## config.mk

```make
export PLATFORM = sky130hd
export DESIGN_NAME = irc_message_field_splitter
export DESIGN_NICKNAME = d
export VERILOG_FILES = /design/src/rtl/imfs_pkg.sv /design/src/rtl/imfs_cfg_regs.sv /design/src/rtl/imfs_classify.sv /design/src/rtl/irc_message_field_splitter.sv
export SDC_FILE = /design/constraint.sdc
export NUM_CORES = 1
export LEC_CHECK = 0
export ABC_AREA = 1
export ABC_CLOCK_PERIOD_IN_PS = 4200
export BUFFER_PORTS_ARGS = -buffer_cell sky130_fd_sc_hd__buf_2
export CORE_MARGIN = 2
export CORE_UTILIZATION = 60
export CTS_CLUSTER_DIAMETER = 150
export DETAILED_ROUTE_END_ITERATION = 16
export PLACE_DENSITY = 0.8
export SLEW_MARGIN = 20
export SYNTH_ARGS = -nofsm -noshare
export SYNTH_HDL_FRONTEND = slang
export SYNTH_SLANG_ARGS = --single-unit
```

## constraint.sdc

```tcl
create_clock -name i_clk -period 4.2 [get_ports i_clk]
set_input_delay 0.84 -clock i_clk [delete_from_list [all_inputs] [get_ports i_clk]]
set_output_delay 0.84 -clock i_clk [all_outputs]
set_load 0.05 [all_outputs]
```

## src/rtl/imfs_pkg.sv

```systemverilog
// Shared types and constants for the IRC message field splitter.
package imfs_pkg;

    localparam int unsigned BYTE_W  = 8;
    localparam int unsigned LIMIT_W = 10;
    localparam int unsigned COUNT_W = 16;
    localparam int unsigned CLASS_W = 3;
    localparam int unsigned PHASE_W = 4;
    localparam int unsigned CFG_IDX_W = 4;

    localparam logic [LIMIT_W-1:0] LIMIT_RESET = LIMIT_W'(512);
    localparam logic [COUNT_W-1:0] COUNT_MAX   = '1;

    localparam logic [BYTE_W-1:0] CH_COLON = 8'h3A;
    localparam logic [BYTE_W-1:0] CH_SPACE = 8'h20;

    // Configuration register indexes
    localparam logic [CFG_IDX_W-1:0] REG_PREFIX_LIMIT   = CFG_IDX_W'(0);
    localparam logic [CFG_IDX_W-1:0] REG_COMMAND_LIMIT  = CFG_IDX_W'(1);
    localparam logic [CFG_IDX_W-1:0] REG_PARAMS_LIMIT   = CFG_IDX_W'(2);
    localparam logic [CFG_IDX_W-1:0] REG_TRAILING_LIMIT = CFG_IDX_W'(3);

    typedef enum logic [PHASE_W-1:0] {
        PH_START  = 4'd0,
        PH_PREFIX = 4'd1,
        PH_GAP1   = 4'd2,
        PH_CMD    = 4'd3,
        PH_GAP2   = 4'd4,
        PH_COLON2 = 4'd5,
        PH_PARAMS = 4'd6,
        PH_GAP3   = 4'd7,
        PH_CHOOSE = 4'd8,
        PH_REST   = 4'd9,
        PH_WORD   = 4'd10,
        PH_GAP4   = 4'd11,
        PH_COLON4 = 4'd12,
        PH_ENDED  = 4'd13
    } t_phase;

    localparam int unsigned PH_NUM = 14;

    typedef enum logic [CLASS_W-1:0] {
        CLS_PREFIX   = 3'd0,
        CLS_COMMAND  = 3'd1,
        CLS_PARAMS   = 3'd2,
        CLS_TRAILING = 3'd3,
        CLS_SKIP     = 3'd4,
        CLS_NONE     = 3'd5
    } t_class;

    typedef struct packed {
        logic [LIMIT_W-1:0] prefix;
        logic [LIMIT_W-1:0] command;
        logic [LIMIT_W-1:0] params;
        logic [LIMIT_W-1:0] trailing;
    } t_limits;

    typedef struct packed {
        t_phase             phase;
        logic [LIMIT_W-1:0] fill;
        logic [COUNT_W-1:0] count;
    } t_parse_state;

endpackage

```

## src/rtl/imfs_cfg_regs.sv

```systemverilog
// Field limit registers of the IRC message field splitter.
module imfs_cfg_regs (
    input  logic                            i_clk,
    input  logic                            i_rst_n,
    input  logic                            i_cfg_we,
    input  logic [imfs_pkg::CFG_IDX_W-1:0]  i_cfg_idx,
    input  logic [imfs_pkg::LIMIT_W-1:0]    i_cfg_wdata,
    output imfs_pkg::t_limits               o_limits
);

    imfs_pkg::t_limits r_limits;

    always_ff @(posedge i_clk) begin
        if (!i_rst_n) begin
            r_limits.prefix   <= imfs_pkg::LIMIT_RESET;
            r_limits.command  <= imfs_pkg::LIMIT_RESET;
            r_limits.params   <= imfs_pkg::LIMIT_RESET;
            r_limits.trailing <= imfs_pkg::LIMIT_RESET;
        end else if (i_cfg_we) begin
            case (i_cfg_idx)
                imfs_pkg::REG_PREFIX_LIMIT:   r_limits.prefix   <= i_cfg_wdata;
                imfs_pkg::REG_COMMAND_LIMIT:  r_limits.command  <= i_cfg_wdata;
                imfs_pkg::REG_PARAMS_LIMIT:   r_limits.params   <= i_cfg_wdata;
                imfs_pkg::REG_TRAILING_LIMIT: r_limits.trailing <= i_cfg_wdata;
                default: ; // drop writes to unknown indexes
            endcase
        end
    end

    assign o_limits = r_limits;

endmodule

```

## src/rtl/imfs_classify.sv

```systemverilog
// Per-byte phase resolution, class tagging and next parse state.
module imfs_classify (
    input  logic [imfs_pkg::BYTE_W-1:0]  i_byte,
    input  logic                         i_end,
    input  imfs_pkg::t_limits            i_limits,
    input  imfs_pkg::t_parse_state       i_state,
    output imfs_pkg::t_parse_state       o_state,
    output imfs_pkg::t_class             o_class,
    output logic [imfs_pkg::COUNT_W-1:0] o_count
);

    logic                        is_colon;
    logic                        is_space;
    imfs_pkg::t_phase            start;
    logic [imfs_pkg::PH_NUM-1:0] take;
    imfs_pkg::t_phase            sel;
    logic                        found;
    logic [imfs_pkg::LIMIT_W-1:0] sel_fill;
    logic [imfs_pkg::COUNT_W-1:0] count_inc;

    assign is_colon = (i_byte == imfs_pkg::CH_COLON);
    assign is_space = (i_byte == imfs_pkg::CH_SPACE);
    // unused phase codes behave as the ended phase
    assign start = (i_state.phase > imfs_pkg::PH_ENDED) ? imfs_pkg::PH_ENDED : i_state.phase;

    // Evaluate every phase on its own: only the entry phase sees the running
    // fill, any phase reached by fall-through starts from an empty field.
    // The colon trailing is entered only by taking its colon, and when it is
    // full it drops straight to the ended phase, past the word trailing.
    always_comb begin
        logic [imfs_pkg::LIMIT_W-1:0] fill_p;
        for (int p = 0; p < imfs_pkg::PH_NUM; p++) begin
            fill_p = (imfs_pkg::PHASE_W'(p) == start) ? i_state.fill : '0;
            case (imfs_pkg::t_phase'(imfs_pkg::PHASE_W'(p)))
                imfs_pkg::PH_START:  take[p] = is_colon;
                imfs_pkg::PH_PREFIX: take[p] = (fill_p < i_limits.prefix) && !is_space;
                imfs_pkg::PH_GAP1:   take[p] = is_space;
                imfs_pkg::PH_CMD:    take[p] = (fill_p < i_limits.command) && !is_space;
                imfs_pkg::PH_GAP2:   take[p] = is_space;
                imfs_pkg::PH_COLON2: take[p] = is_colon;
                imfs_pkg::PH_PARAMS: take[p] = (fill_p < i_limits.params) && !is_space;
                imfs_pkg::PH_GAP3:   take[p] = is_space;
                imfs_pkg::PH_CHOOSE: take[p] = is_colon;
                imfs_pkg::PH_REST:   take[p] = (start == imfs_pkg::PH_REST) &&
                                               (fill_p < i_limits.trailing);
                imfs_pkg::PH_WORD:   take[p] = (start != imfs_pkg::PH_REST) &&
                                               (fill_p < i_limits.trailing) && !is_space;
                imfs_pkg::PH_GAP4:   take[p] = (start != imfs_pkg::PH_REST) && is_space;
                imfs_pkg::PH_COLON4: take[p] = (start != imfs_pkg::PH_REST) && is_colon;
                default:             take[p] = 1'b1;
            endcase
        end
    end

    // First phase at or after the entry phase that takes the byte
    always_comb begin
        sel   = imfs_pkg::PH_ENDED;
        found = 1'b0;
        for (int p = 0; p < imfs_pkg::PH_NUM; p++) begin
            if (!found && (imfs_pkg::PHASE_W'(p) >= start) && take[p]) begin
                sel   = imfs_pkg::t_phase'(imfs_pkg::PHASE_W'(p));
                found = 1'b1;
            end
        end
    end

    assign sel_fill = (sel == start) ? i_state.fill : '0;

    // Output block: class of the byte and the reported count
    always_comb begin
        case (sel)
            imfs_pkg::PH_PREFIX:                     o_class = imfs_pkg::CLS_PREFIX;
            imfs_pkg::PH_CMD:                        o_class = imfs_pkg::CLS_COMMAND;
            imfs_pkg::PH_PARAMS:                     o_class = imfs_pkg::CLS_PARAMS;
            imfs_pkg::PH_REST, imfs_pkg::PH_WORD:    o_class = imfs_pkg::CLS_TRAILING;
            imfs_pkg::PH_ENDED:                      o_class = imfs_pkg::CLS_NONE;
            default:                                 o_class = imfs_pkg::CLS_SKIP;
        endcase
        if (o_class != imfs_pkg::CLS_NONE && i_state.count != imfs_pkg::COUNT_MAX) begin
            count_inc = i_state.count + 1'b1;
        end else begin
            count_inc = i_state.count;
        end
        o_count = i_end ? count_inc : '0;
    end

    // Next-state block
    always_comb begin
        o_state.count = count_inc;
        o_state.fill  = '0;
        case (sel)
            imfs_pkg::PH_START:  o_state.phase = imfs_pkg::PH_PREFIX;
            imfs_pkg::PH_COLON2: o_state.phase = imfs_pkg::PH_PARAMS;
            imfs_pkg::PH_COLON4: o_state.phase = imfs_pkg::PH_ENDED;
            imfs_pkg::PH_CHOOSE: o_state.phase = imfs_pkg::PH_REST;
            imfs_pkg::PH_PREFIX, imfs_pkg::PH_CMD, imfs_pkg::PH_PARAMS,
            imfs_pkg::PH_REST, imfs_pkg::PH_WORD: begin
                o_state.phase = sel;
                o_state.fill  = sel_fill + 1'b1;
            end
            default:             o_state.phase = sel;
        endcase
        // return to the start of a line after its last byte
        if (i_end) begin
            o_state.phase = imfs_pkg::PH_START;
            o_state.fill  = '0;
            o_state.count = '0;
        end
    end

endmodule

```

## src/rtl/irc_message_field_splitter.sv

```systemverilog
// An accepted request passes through the input register and then the result register.
// Throughput: one byte per cycle unless stalled; the two registers advance together.
// A stalled result holds, and the input register takes one more byte behind it.
// Reset (i_rst_n low, synchronous): both registers empty, parse at start of line,
// every field limit back to 512.
module irc_message_field_splitter (
    input  logic                            i_clk,
    input  logic                            i_rst_n,
    // configuration write port
    input  logic                            i_cfg_we,
    input  logic [imfs_pkg::CFG_IDX_W-1:0]  i_cfg_idx,
    input  logic [imfs_pkg::LIMIT_W-1:0]    i_cfg_wdata,
    // byte request channel
    input  logic                            i_in_valid,
    output logic                            o_in_stall,
    input  logic [imfs_pkg::BYTE_W-1:0]     i_line_byte,
    input  logic                            i_line_end,
    // result channel
    output logic                            o_out_valid,
    input  logic                            i_out_stall,
    output logic [imfs_pkg::BYTE_W-1:0]     o_byte_out,
    output logic [imfs_pkg::CLASS_W-1:0]    o_field_class,
    output logic                            o_message_end,
    output logic [imfs_pkg::COUNT_W-1:0]    o_consumed_count
);

    imfs_pkg::t_limits       limits;
    imfs_pkg::t_parse_state  r_state;
    imfs_pkg::t_parse_state  n_state;
    imfs_pkg::t_class        n_class;
    logic [imfs_pkg::COUNT_W-1:0] n_count;

    // input register
    logic                        r_in_valid;
    logic [imfs_pkg::BYTE_W-1:0] r_in_byte;
    logic                        r_in_end;

    // result register
    logic                         r_out_valid;
    logic [imfs_pkg::BYTE_W-1:0]  r_out_byte;
    imfs_pkg::t_class             r_out_class;
    logic                         r_out_end;
    logic [imfs_pkg::COUNT_W-1:0] r_out_count;

    logic advance;
    logic in_accept;

    imfs_cfg_regs u_cfg (
        .i_clk       (i_clk),
        .i_rst_n     (i_rst_n),
        .i_cfg_we    (i_cfg_we),
        .i_cfg_idx   (i_cfg_idx),
        .i_cfg_wdata (i_cfg_wdata),
        .o_limits    (limits)
    );

    imfs_classify u_classify (
        .i_byte   (r_in_byte),
        .i_end    (r_in_end),
        .i_limits (limits),
        .i_state  (r_state),
        .o_state  (n_state),
        .o_class  (n_class),
        .o_count  (n_count)
    );

    // Advance the held byte when the result register is empty or being emptied.
    assign advance    = r_in_valid && (!r_out_valid || !i_out_stall);
    // Stall new requests only while a held byte cannot move on.
    assign o_in_stall = r_in_valid && !advance;
    assign in_accept  = i_in_valid && !o_in_stall;

    always_ff @(posedge i_clk) begin
        if (!i_rst_n) begin
            r_in_valid <= 1'b0;
        end else if (in_accept) begin
            r_in_valid <= 1'b1;
        end else if (advance) begin
            r_in_valid <= 1'b0;
        end
    end

    always_ff @(posedge i_clk) begin
        if (in_accept) begin
            r_in_byte <= i_line_byte;
            r_in_end  <= i_line_end;
        end
    end

    // Parse state moves only when a byte is resolved into the result register.
    always_ff @(posedge i_clk) begin
        if (!i_rst_n) begin
            r_state.phase <= imfs_pkg::PH_START;
            r_state.fill  <= '0;
            r_state.count <= '0;
        end else if (advance) begin
            r_state <= n_state;
        end
    end

    always_ff @(posedge i_clk) begin
        if (!i_rst_n) begin
            r_out_valid <= 1'b0;
        end else if (advance) begin
            r_out_valid <= 1'b1;
        end else if (!i_out_stall) begin
            r_out_valid <= 1'b0;
        end
    end

    // Hold the result payload while stalled
    always_ff @(posedge i_clk) begin
        if (advance) begin
            r_out_byte  <= r_in_byte;
            r_out_class <= n_class;
            r_out_end   <= r_in_end;
            r_out_count <= n_count;
        end
    end

    assign o_out_valid      = r_out_valid;
    assign o_byte_out       = r_out_byte;
    assign o_field_class    = r_out_class;
    assign o_message_end    = r_out_end;
    assign o_consumed_count = r_out_count;

endmodule
```

======== After elaboration in Yosys (flattened, before gate mapping) ========
Cells that the tools add are included.
operators by class
  add/subtract/negate cells ............... 2
  multiply operators ...................... 0
  div/mod/pow operators ................... 0
  magnitude comparators ................... 20
  equal/unequal tests ..................... 25
  shifts and indexed selects .............. 0
  multiplexer cells ....................... 43
  bitwise gates (word level) .............. 0
  reduce and logical (&&, ||, !) cells .... 66
operator list
  cell                   count
  $mux 10                7
  $mux 4                 15
  $lt 10x10->1           5
  $logic_and 1x1->1      38
  $mux 30                1
  $eq 4x4->1 const B     6
  $ge 4x4->1 const A     6
  $logic_not 1->1        18
  $mux 1                 17
  $add 16x1->16 const B  1
  $eq 8x6->1 const B     2
  $ge 3x4->1 const A     4
  $mux 16                1
  $ne 16x16->1 const B   1
  $pmux 4 s4             1
  $pmux 3 s5             1
  $eq 4x2->1 const B     3
  $add 10x1->10 const B  1
  $eq 4x1->1 const B     2
  $eq 4x3->1 const B     2
  $eq 4x4->1 const A     2
  $ge 1x4->1 const A     2
  $ge 2x4->1 const A     2
  $logic_not 4->1        2
  other kinds (13)       16
word-level totals
  register bits after elaboration ......... 109
  latch bits .............................. 0
  bits in writable memories ............... 0
  memory bits (read-only) ................. 0
  input bits .............................. 28
  output and inout port bits .............. 30
  word-level logic and storage cells ...... 171
  memories kept ........................... 0

======== Logic depth before layout (Yosys ltp) ========
Gate-level depths: netlist (run 1).
  word-level depth ........................ 63
  depth in mapped cells ................... 33
  gate-level depth less buffers ........... 32

======== Hierarchy ========
From an unflattened synthesis (run 1), not the netlist that was laid out.
unflattened totals
  cell total of the unflattened synthesis .. 1067
  area, all modules ....................... 7430.9 um2
by module, submodules not included
  module                      instances  cells an instance  area an instance (um2)  seq. area each (um2)
  imfs_classify               1          531                2854.0                  0.0
  irc_message_field_splitter  1          246                2623.8                  1751.7
  imfs_cfg_regs               1          290                1953.1                  800.8

======== Worst setup path before layout (run 1) ========
Ideal clock, no wire load.
  path type ............................... register to register
  start ................................... register r_state[26] (netlist name)
  end ..................................... register r_state[20] (netlist name)
  library setup time ...................... 0.071 ns
  data arrival time ....................... 3.623 ns
  data required time ...................... 4.129 ns
  setup slack ............................. 0.506 ns
  cell stages (with the launch flop) ...... 28
  path buffers ............................ 1
  period minus slack after synthesis ...... 3.694 ns
  path through ............................ dfxtp_1 > inv_4 > nor2_4 > nand2_1 > nor2_1 > ha_1 > a21oi_1 > nand3_1 > a21oi_1 > nand4_2 > nand2_2 > nor2_1 > nor3_1 > nand3_1 > nor2_1 > nand2_1 > nand2_1 > nand2_2 > nor2_4 > nand2_4 > buf_6 > nor2_1 > ha_1 > nand2_1 > nor2_2 > xor2_1 > nand2_1 > a21oi_1
on the way
  longest elaborated chain between the ends .. 61
  elaborated cells on any way between the ends .. 118
  those cells by class .................... 1 x add/sub; 20 x order compare; 13 x eq/ne; 36 x mux; 48 x reduce/logical
ends and longest elaborated chain
  what                                                                   line                              text
  start: declaration                                                     irc_message_field_splitter.sv:28  imfs_pkg::t_parse_state r_state;
  start signal: assignment                                               irc_message_field_splitter.sv:97  r_state <= n_state;
  $gt 4x4->1                                                             imfs_classify.sv:24               assign start = (i_state.phase > imfs_pkg::PH_ENDED) ? imfs_pkg::PH_ENDED : i_state.phase;
  $mux 4 *                                                               imfs_classify.sv:24
  parallel branches: the longest is 57 deep, another holds $lt 10x10->1  n/a
  $mux 10 *                                                              imfs_classify.sv:91               case (sel)
  $mux 30 *                                                              imfs_classify.sv:104              if (i_end) begin
Every way passes the cells marked *.
A chain may end at the register's enable or synchronous reset.

======== Final worst setup path (run 1) ========
  start ................................... register r_state[26] (netlist name)
  end ..................................... register r_state[24] (netlist name)
Same word-level chain as after synthesis.

==> impl_results.md, run 1 <==
* Result of the run: finished, final reports clean
* Clock-pin slew on the worst setup and hold paths at around 90 ps
* Cell seen most often among critical-path stages: nand2_1
* Share of layout cells above drive strength 1 at 16.1%
* Synth Cell Area at 6380 sq um
* Final nets at 967
* Die Y-Extent at 107 um
* Synthesized area divided by synthesized cell count at ~7.7 sq um
* Total Die Area at 11500 sq um
* FF-to-FF Start: r_state[26]
* HPWL after detailed placement at 11400 um
* Critical path peak fanout at 10
* Std cell rows at 37
* X dimension of the die at 107 um
* Endpoint of the worst-slack reg-to-reg timing path: r_state[24]
* Biggest cell delay along the critical path at 380 ps
* Hold path depth at 2
* Net Sw Frac at 26.0%
* Rel. slew slack at around 34%
* Antenna-violating nets left at 0
* Number of buffers inserted by hold repair at cts at 0
* Setup Viol. Count Final at 0
* Final routed wirelength across all metal layers at 15200 um
* Filler cell count in the final layout at approximately 840
* Num CTS Buffers at 9
* Number of synthesized register bits at 109
* Via count of the first global-routing pass at 5482
* Initial Util at 61.8%
* Average detailed-routed wire length per instance at 14.7 um
* Placed Instances at approximately 1000
* Async set-or-reset flop fraction in the synthesized netlist at 0%
* Critical path startpoint category: flip-flop
* Synth top area cells: dfxtp_1 23%, edfxtp_1 17%, ha_1 9.2%, nand2_1 8.2%, inv_1 7.0%
* Syn_nets at 908
* Clock Latency Late Sink at about 380 ps
* Final clock period utilization by the worst path at 93.0%
* RSZ-0062 raised after global routing: no
* Maximum clock frequency at 256 MHz
* Top flip-flop cell by instance count after synthesis: dfxtp_1
* Global Route Usage Sum at 27.8%
* Pre-CTS WS at 5.14 ps
* Final estimated routing congestion in global placement at 0.978
* Share of the synthesized area in the top cell type at 22.6%
* Internal Dissipation at between 0.001 and 0.0015 W
* Layout Skew at 8.81 ps
* Count of placed standard cells in the final layout, fillers left out at about 1000
* IO Pins at 58
* Measured slew at the worst slew-check pin at 994 ps
* Accumulated negative setup slack at 0 ps
* Count of final hold-check violations at 0
* Pleak at between 2 and 3 nW
* Synthesis Warnings at 0
* Slack of the critical path at 295 ps
* R2R Setup Slk at 300 ps
* Antenna violations before repair at 0
* Hold endpoint: u_cfg.o_limits[20]
* DR iter-0 viols at 412
* Number of max-cap violations at 0
* Total vias in the final route at 5699
* Global-route wire length before repair at 25100 um
* Level count of the clock H-tree at 3
* Clock tree from TritonCTS: yes
* Number of enable flip-flop cells after synthesis at 37
* Req. time, crit path at 4510 ps
* Worst min path class: flip-flop to flip-flop
* Start point of the worst min-delay path: u_cfg.o_limits[20]
* Post-synthesis sequential area ratio at 40.0%
* Worst path slowest cell: dfxtp_4
* Cell variety after synth at 51
* Cell type contributing the most total cell area after synthesis: dfxtp_1
* Element type at the critical path end: flip-flop
* Power share of the combinational group at 10.1%
* CP Class: flip-flop to flip-flop
* GRT Residual Overflow at 0
* Pin count of the biggest net entering global routing at 38
* Final core area utilization at 68.4%
* Cell count after synthesis at between 800 and 900
* Number of sinks handled by clock tree synthesis at roughly 110
* Net load switching power at 0.000490 W
* Count of TritonRoute iterations in the first routing pass at 5
* Power per cell area at ~270 nW/um^2
* IO buf count at 57
* Final number of max-transition violations at 0
* Vias per cell at 5.52
* Reg2reg path depth at 28
* DRC errors left at 0
* Arrival @ worst endpoint at 4210 ps
* Diodes inserted at 0
* Largest voltage drop on the vdd net at 0.181 mV
* CORE AREA at 10300 sq um
* CTS max path bufs at 2
* Syn-to-layout area delta at 10.7%
* Clock share of power at 30.2%
* Shortest clock period the worst path allows after layout at roughly 3900 ps
* Share of power burned in registers at between 50% and 60%
* CTS Root Cell: clkbuf_8
==> worst max path at each step <==
| stage | start | to | slack [ps] | cells after the start |
|---|---|---|---|---|
| finish | r_state[26] | r_state[24] | 300 | 28 |
| global route | r_state[27] | r_state[24] | 40 | 28 |
| CTS | r_state[29] | r_state[24] | 20 | 31 |
| detailed placement | r_state[26] | r_state[24] | 5 | 27 |
| global placement | r_state[26] | r_state[20] | 180 | 28 |
| floorplan | r_state[26] | r_state[20] | 510 | 27 |
==> synth_stat cells (all sizes together) (2+ instances only) <==
cell type / count
clkinv: 2
xor2: 15
nand3b: 3
and3: 2
buf: 5
clkbuf: 16
inv: 126
o21ai: 53
nor4: 3
edfxtp: 37
dfxtp: 72
nand3: 41
a21oi: 89
o211ai: 2
or2: 3
nor2: 129
nor3: 13
nand2: 147
ha: 47
nand4: 15
==> power by group through the flow <==
stage / clock network, W / registers, W / logic (W)
3_3_place_gp: 0 / 0.00115 / 0.000178
4_1_cts: 0.000579 / 0.00113 / 0.000184
5_1_grt: 0.000618 / 0.00113 / 0.000208
3_5_place_dp: 0 / 0.00115 / 0.000183
2_1_floorplan: 0 / 0.00119 / 0.0000925
6_report: 0.000571 / 0.00113 / 0.000190
==> final cells by class <==
type	count	area [sq um]	share of cell area, %
Clock buffer	14	153	2.16
Clock inverter	2	11.3	0.159
Inverter	128	492	6.96
Multi-Input combinational cell	575	3290	46.6
Sequential cell	109	2560	36.3
Tap cell	136	170	2.41
Timing Repair Buffer	69	379	5.37
==> per-layer routing <==
layer  GRT usage, %  vias to the layer above  part of all wire [%]
met4           10.9                        0                   1.9
met3           5.84                       27                   5.7
met2           49.3                      165                    50
met5              0                        -                     0
li1               -                     2838                     -
met1           32.6                     2669                    42
==> cell families after synthesis <==
group / count (synthesis) / share of synthesized area, %
adders and majority gates: 47 / 9.22
and+or+nand+nor: 357 / 26.2
buffers and inverters: 149 / 9.26
xor gates and xnor gates: 16 / 2.20
DFF: 109 / 40.0
AOI/OAI and AO/OA: 155 / 13.1
==> placed cells by master, fill, tap and decap left out, types with 2 or more instances in the layout <==
master	n
or2_2	3
o21ai_1	2
nand4_1	11
dfxtp_1	68
clkbuf_8	10
nand2_2	5
nor2_4	10
nand3_1	35
buf_4	11
clkbuf_1	4
nand2_1	139
nor3_2	3
nor4_1	2
nor3_1	10
inv_1	118
nor2_2	12
a21oi_1	86
dfxtp_4	3
and3_1	2
xor2_1	15
buf_2	57
edfxtp_1	37
clkinv_1	3
a21oi_2	2
nand4_2	3
clkinvlp_4	2
inv_2	5
nand3b_1	3
nor2_1	107
o21ai_0	51
nand3_2	5
nand2_4	3
ha_1	46
==> repair_timing <==
item | in CTS | in global routing
endpoints found under the setup margin | 2 | 16
endpoints found under the hold margin | 0 | 0
pin swaps | 0 | 8
buffers inserted | 0 | 5
resized for setup | 1 | 21
==> worst max-delay path, delay by kind of cell, from the launching register on <==
family          cells  cell delay (ps)
compound gates      3              500
fa+ha+maj           1              300
flops               1              380
simple gates       21             2280
buf+inv             3              370
==> sequential cells by signal, summed over array words and instances, names as in the netlist <==
| register | flops |
|---|---|
| r_in_valid | 1 |
| r_state | 30 |
| r_in_byte | 8 |
| u_cfg.o_limits | 40 |
| o_consumed_count | 16 |
| o_message_end | 1 |
| o_byte_out | 8 |
| o_out_valid | 1 |
| r_in_end | 1 |
| o_field_class | 3 |
==> stage by stage <==
step | hold WS [ps] | power, W | cell area [sq um]
after floorplan | 424 | 0.00128 | 6380
after global placement | 438 | 0.00133 | 6780
after detailed placement | 439 | 0.00134 | 6780
after CTS | 461 | 0.00189 | 6950
after global routing | 482 | 0.00196 | 7060
final | 458 | 0.00189 | 7060
No activity file was read; power rests on OpenSTA's default activity.
==> run 2: changes to the inputs <==
- CORE_UTILIZATION: 60 -> 51
- PLACE_DENSITY: 0.8 -> 0.7
==> run 2 against run 1 <==
Against the previous run:
- first-iteration DRC count decreased by 11%
- clock power increased by 37%
- maximum frequency shrank 1.3%
- combinational power barely moved
- clock skew barely moved
- sequential share of layout area fell by 0.70 points
- via count is 4.5% lower
- final area grew 1.7%
- non-clock buffer count up 1
- worst setup slack lost 53 ps
- register-to-register slack worse by 50 ps
- worst hold slack lost 6.5 ps
- critical endpoint is now r_state[20]
- largest cell class unchanged
- largest power group unchanged
- highest routed layer unchanged
==> impl_results.md, run 2 (same netlist as run 1, synthesis figures left out) <==
* Result of the run: finished, final reports clean
* DR iter-0 viols at 365 (-11%)
* Most frequent standard cell in the layout excluding fill and tap cells: nand2_1
* Biggest cell delay along the critical path at 380 ps (about the same)
* Std cell rows at 40 (+8.1%)
* Largest voltage drop on the vdd net at 0.148 mV (-18%)
* Critical path startpoint category: flip-flop
* CTS Root Cell: clkbuf_16
* Met1 Wirelength at 7160 um (+11%)
* Highest routing layer actually used: met4
* Clock tree from TritonCTS: yes
* Final routed wirelength across all metal layers at 14300 um (-6.2%)
* Arrival @ worst endpoint at 4230 ps (+20 ps)
* Final number of max-transition violations at 0 (unchanged)
* Number of sinks handled by clock tree synthesis at 109 (unchanged)
* Initial Util at 52.7% (-9.1 points)
* Measured slew at the worst slew-check pin at 777 ps (-218 ps)
* Commonest non-fill, non-tap cells in the layout: 137 x nand2_1, 118 x inv_1, 108 x nor2_1, 87 x a21oi_1, 69 x dfxtp_1
* Syn-to-layout area delta at 12.6%
* Final core area utilization at 59.3% (-9.1 points)
* CTS max path bufs at 2 (unchanged)
* Count of TritonRoute iterations in the first routing pass at 5 (unchanged)
* GRT Residual Overflow at 0 (unchanged)
* Accumulated negative setup slack at 0 ps (unchanged)
* Cell seen most often among critical-path stages: nand2_1
* Clock Latency Late Sink at 360 ps (-20 ps)
* Average detailed-routed wire length per instance at 13.4 um (-9.1%)
* Metal3 WL at 497 um (-43%)
* Final nets at 968 (+0.10%)
* Count of final hold-check violations at 0 (unchanged)
* Req. time, crit path at 4480 ps (-30 ps)
* Global-route wire length before repair at 23500 um (-6.3%)
* IO Pins at 58 (unchanged)
* Layout Skew at 9.28 ps (+0.469 ps)
* Area taken by multi-input logic gates at 3280 sq um (-0.23%)
* Maximum clock frequency at 253 MHz (-1.3%)
* Total vias in the final route at 5444 (-4.5%)
* Diodes inserted at 0 (unchanged)
* Number of flip-flops in the largest register at 40 (unchanged)
* Flip-flop and latch area at 2560 sq um (-0.24%)
* CP Class: flip-flop to flip-flop
* Final estimated routing congestion in global placement at 0.907 (-7.3%)
* Cell type group with the largest total delay on the critical path: simple AND/OR/NAND/NOR gates
* Power per cell area at 292 nW/um^2 (+9.4%)
* Pin count of the biggest net entering global routing at 38 (unchanged)
* Rel. slew slack at 48.1% (+15 points)
* Clock-pin slew on the worst setup and hold paths at 70 ps (-20 ps)
* Level count of the clock H-tree at 3 (unchanged)
* Pre-CTS WS at 61.3 ps (+56.2 ps)
* Vias per cell at 5.11 (-7.4%)
* Share of layout cells above drive strength 1 at 15.8% (-0.24 points)
* X dimension of the die at 116 um (+8.2%)
* Number of max-cap violations at 0 (unchanged)
* Antenna violations before repair at 0 (unchanged)
* Antenna-violating nets left at 0 (unchanged)
* Element type at the critical path end: flip-flop
* Filler cell count in the final layout at 1154 (+38%)
* Via count of the first global-routing pass at 4830 (-12%)
* CP Buf/Inv Count at 1 (-2)
* Routed wire length on met2 at 6310 um (-17%)
* Final clock period utilization by the worst path at 94.2% (+1.3 points)
* DRC errors left at 0 (unchanged)
* Setup Viol. Count Final at 0 (unchanged)
* Die Y-Extent at 116 um (+8.2%)
* Total Die Area at 13400 sq um (+17%)
* HPWL after detailed placement at 10500 um (-8.5%)
* CORE AREA at 12100 sq um (+17%)
* Num CTS Buffers at 9 (unchanged)
* Shortest clock period the worst path allows after layout at 3960 ps (+52.8 ps)
* Slack of the critical path at 242 ps (-52.8 ps)
* Worst path slowest cell: dfxtp_1
* IO buf count at 57 (unchanged)
* Pleak at 2.92 nW (+2.3%)
* Worst min path class: flip-flop to flip-flop
* Critical path peak fanout at 12 (+2)
* Global Route Usage Sum at 22.4% (-5.4 points)
==> run 2: worst register-to-register path: cells and delay by family, from the launching register on <==
kind | cells | cell delay [ps]
adder cells (fa/ha/maj) | 2 | 490
AND/OR/NAND/NOR | 20 | 2220
AO/OA/AOI/OAI | 4 | 550
buffers and inverters | 1 | 80
flip-flops | 1 | 380
XOR/XNOR | 1 | 170
==> run 2: repair_timing <==
| action | 4_1_cts | 5_1_grt |
|---|---|---|
| resized for setup | 0 | 16 |
| setup buffers | 0 | 2 |
| setup endpoints to repair | 0 | 12 |
| hold buffers | 0 | 0 |
==> run 2: routing by layer <==
layer / track usage [%] / vias up
met5: 0 / -
li1: - / 2840
met1: 31.1 / 2461
met4: 8.73 / 0
met3: 2.56 / 22
met2: 35.9 / 121
==> run 2: cell type report <==
class | count | share of cell area [%]
sequential | 109 | 35.6
clock inverter | 2 | 0.192
timing repair buffer | 70 | 5.33
inverter | 128 | 6.81
multi-input combinational | 575 | 45.7
tap | 168 | 2.93
clock buffer | 14 | 3.40
==> run 2: metrics by stage <==
stage,total power [W],area (sq um),cells,hold slack (ps)
after floorplan,0.00128,6380,833,424
after global placement,0.00133,6850,1048,432
after detailed placement,0.00133,6850,1048,437
after CTS,0.00210,7110,1064,453
after global routing,0.00216,7180,1066,460
final,0.00210,7180,1066,451
==> run 2: report_power, final <==
group | switching, W | internal (W)
clock | 0.000378 | 0.000405
combinational | 0.000140 | 0.0000507
sequential | 0.00000961 | 0.00112
total | 0.000527 | 0.00157
==> run 2: final timing paths <==
check | slack, ps | end | depth (start not counted) | startpoint
worst max register to register | 240 | r_state[20] | 28 | r_state[26]
worst min register to register | 450 | o_byte_out[6] | 0 | r_in_byte[6]
worst max-delay path | 240 | r_state[20] | 28 | r_state[26]
worst min-delay path | 450 | o_byte_out[6] | 0 | r_in_byte[6]
==> run 3: changes to the inputs <==
- CORE_ASPECT_RATIO: default -> 0.6
- SLEW_MARGIN: 20 -> default
==> run 3 against run 2 <==
Against the previous run:
- first-iteration DRC count is 47% higher
- clock skew is 3.1 ps higher
- die area up 0.22%
- core utilization rose by 0.95 points
- worst setup slack improved by 43 ps
==> impl_results.md, run 3 (same netlist as run 1, synthesis figures left out) <==
* Power per cell area at 297 nW/um^2 (+1.6%)
* Clock Latency Late Sink at 350 ps (about the same)
* Total vias in the final route at 5554 (+2.0%)
* Global-route wire length before repair at 25500 um (+8.5%)
* Routed wire length on met2 at 5850 um (-7.3%)
* Element type at the critical path end: flip-flop
* Average detailed-routed wire length per instance at 14.8 um (+11%)
* CTS max path bufs at 2 (unchanged)
* Clock tree from TritonCTS: yes
* Critical path peak fanout at 8 (-4)
* Final nets at 977 (+0.93%)
* Result of the run: finished, final reports clean
* Number of sinks handled by clock tree synthesis at 109 (unchanged)
* Number of buffers inserted by hold repair at cts at 0 (unchanged)
* Arrival @ worst endpoint at 4190 ps (-40 ps)
* Largest voltage drop on the vdd net at 0.196 mV (+32%)
* Commonest non-fill, non-tap cells in the layout: 139 x nand2_1, 116 x inv_1, 106 x nor2_1, 87 x a21oi_1, 68 x dfxtp_1
* Count of TritonRoute iterations in the first routing pass at 4 (-1)
* CP Class: flip-flop to flip-flop
* Antenna-violating nets left at 0 (unchanged)
* IO buf count at 57 (unchanged)
* Syn-to-layout area delta at 14.7%
* Biggest cell delay along the critical path at 380 ps (about the same)
* Final routed wirelength across all metal layers at 15900 um (+11%)
* Final Hold Slack at 454 ps (+2.91 ps)
* Diodes inserted at 0 (unchanged)
* GRT Residual Overflow at 0 (unchanged)
* Highest routing layer actually used: met4
* CTS Root Cell: clkbuf_16
* Vias per cell at 5.18 (+1.4%)
* Number of max-cap violations at 0 (unchanged)
* DRC errors left at 0 (unchanged)
* Rel. slew slack at 33.6% (-14 points)
* Cell seen most often among critical-path stages: nand2_1
* Most frequent standard cell in the layout excluding fill and tap cells: nand2_1
* Instance area after placement at 6830 sq um (-0.38%)
* Shortest clock period the worst path allows after layout at 3910 ps (-43.4 ps)
* Std cell rows at 31 (-23%)
* Count of placed standard cells in the final layout, fillers left out at 1072 (+0.56%)
* Num CTS Buffers at 9 (unchanged)
* Setup Viol. Count Final at 0 (unchanged)
* Antenna violations before repair at 0 (unchanged)
* Req. time, crit path at 4480 ps (about the same)
* Measured slew at the worst slew-check pin at 994 ps (+218 ps)
* HPWL after detailed placement at 11700 um (+12%)
* Met1 Wirelength at 8330 um (+16%)
* Pin count of the biggest net entering global routing at 38 (unchanged)
* Critical path startpoint category: flip-flop
* Initial Util at 52.5% (-0.12 points)
* Pleak at 2.98 nW (+1.7%)
* Final total power at 0.00217 W (+3.4%)
* Final clock period utilization by the worst path at 93.2% (-1.0 points)
* Global Route Usage Sum at 23.8% (+1.4 points)
* Final estimated routing congestion in global placement at 0.962 (+6.2%)
* Maximum clock frequency at 255 MHz (+1.1%)
* Final number of max-transition violations at 0 (unchanged)
* Die Y-Extent at 90.6 um (-22%)
* DR iter-0 viols at 535 (+47%)
* Number of flip-flops in the largest register at 40 (unchanged)
* Placed Instances at 1042 (-0.57%)
* Count of final hold-check violations at 0 (unchanged)
* CORE AREA at 12100 sq um (+0.24%)
* Filler cell count in the final layout at 1105 (-4.2%)
* X dimension of the die at 148 um (+28%)
* Summed area of non-filler cells in the final layout at 7310 sq um (+1.8%)
* Layout Skew at 12.4 ps (+3.07 ps)
* Worst path slowest cell: dfxtp_4
* Total Die Area at 13400 sq um (+0.22%)
* Worst min path class: flip-flop to flip-flop
* Accumulated negative setup slack at 0 ps (unchanged)
* Via count of the first global-routing pass at 5109 (+5.8%)
* Share of layout cells above drive strength 1 at 17.8% (+1.9 points)
* Level count of the clock H-tree at 3 (unchanged)
* IO Pins at 58 (unchanged)
* Clock-pin slew on the worst setup and hold paths at 80 ps (about the same)
* Metal3 WL at 1580 um (+220%)
==> run 3: cell types whose count changed in the layout (fill, tap and decap cells not counted), sizes merged <==
cell,change
clkinv,+1
nand4,+1
buf,+7
inv,+3
clkinvlp,+1
clkbuf,-4
==> run 3: routing by layer <==
| metal | GRT usage, % | up-vias |
|---|---|---|
| met2 | 31.5 | 212 |
| li1 | - | 2863 |
| met4 | 4.60 | 0 |
| met3 | 5.86 | 11 |
| met5 | 0 | - |
| met1 | 38.5 | 2468 |
==> run 3: worst max-delay path: cells and delay by family (launching register included) <==
kind,cells,cell delay (ps)
xor+xnor,1,170
compound gates,3,460
simple gates,19,2130
fa+ha+maj,1,290
flops,1,380
buf+inv,3,390
==> run 3: metrics by stage <==
step                      setup slack, ps  utilization [%]
final                                 286             60.2
after floorplan                       506                -
after global routing                -66.8             60.2
after detailed placement             92.2             56.2
after global placement                208             56.2
after CTS                            74.9             58.7
==> run 3: worst paths after layout <==
kind,from,to,slack (ps),cells after the start
worst max-delay path,r_state[27],r_state[20],290,27
worst min-delay path,u_cfg.o_limits[20],u_cfg.o_limits[20],450,2
worst max register to register,r_state[27],r_state[20],290,27
worst min register to register,u_cfg.o_limits[20],u_cfg.o_limits[20],450,2
==> run 3: area by class of cell <==
cell class / count / area (sq um) / area share, %
Tap cell: 165 / 206 / 2.82
Timing Repair Buffer: 78 / 453 / 6.19
Multi-Input combinational cell: 576 / 3300 / 45.1
Inverter: 128 / 493 / 6.74
Clock inverter: 7 / 71.3 / 0.975
Sequential cell: 109 / 2560 / 35.1
Clock buffer: 9 / 225 / 3.08
==> run 3: what timing repair did <==
action                                  in CTS  in global routing
gates resized for setup                      0                 22
endpoints found under the setup margin       0                 14
buffers inserted                             0                 13
==> run 3: power breakdown <==
part	switching (W)	internal (W)	leakage, nW	total, W
Sequential	0.0000101	0.00111	0.950	0.00112
Combinational	0.000146	0.0000507	1.88	0.000197
Clock	0.000426	0.000424	0.148	0.000850
Total	0.000582	0.00159	2.98	0.00217
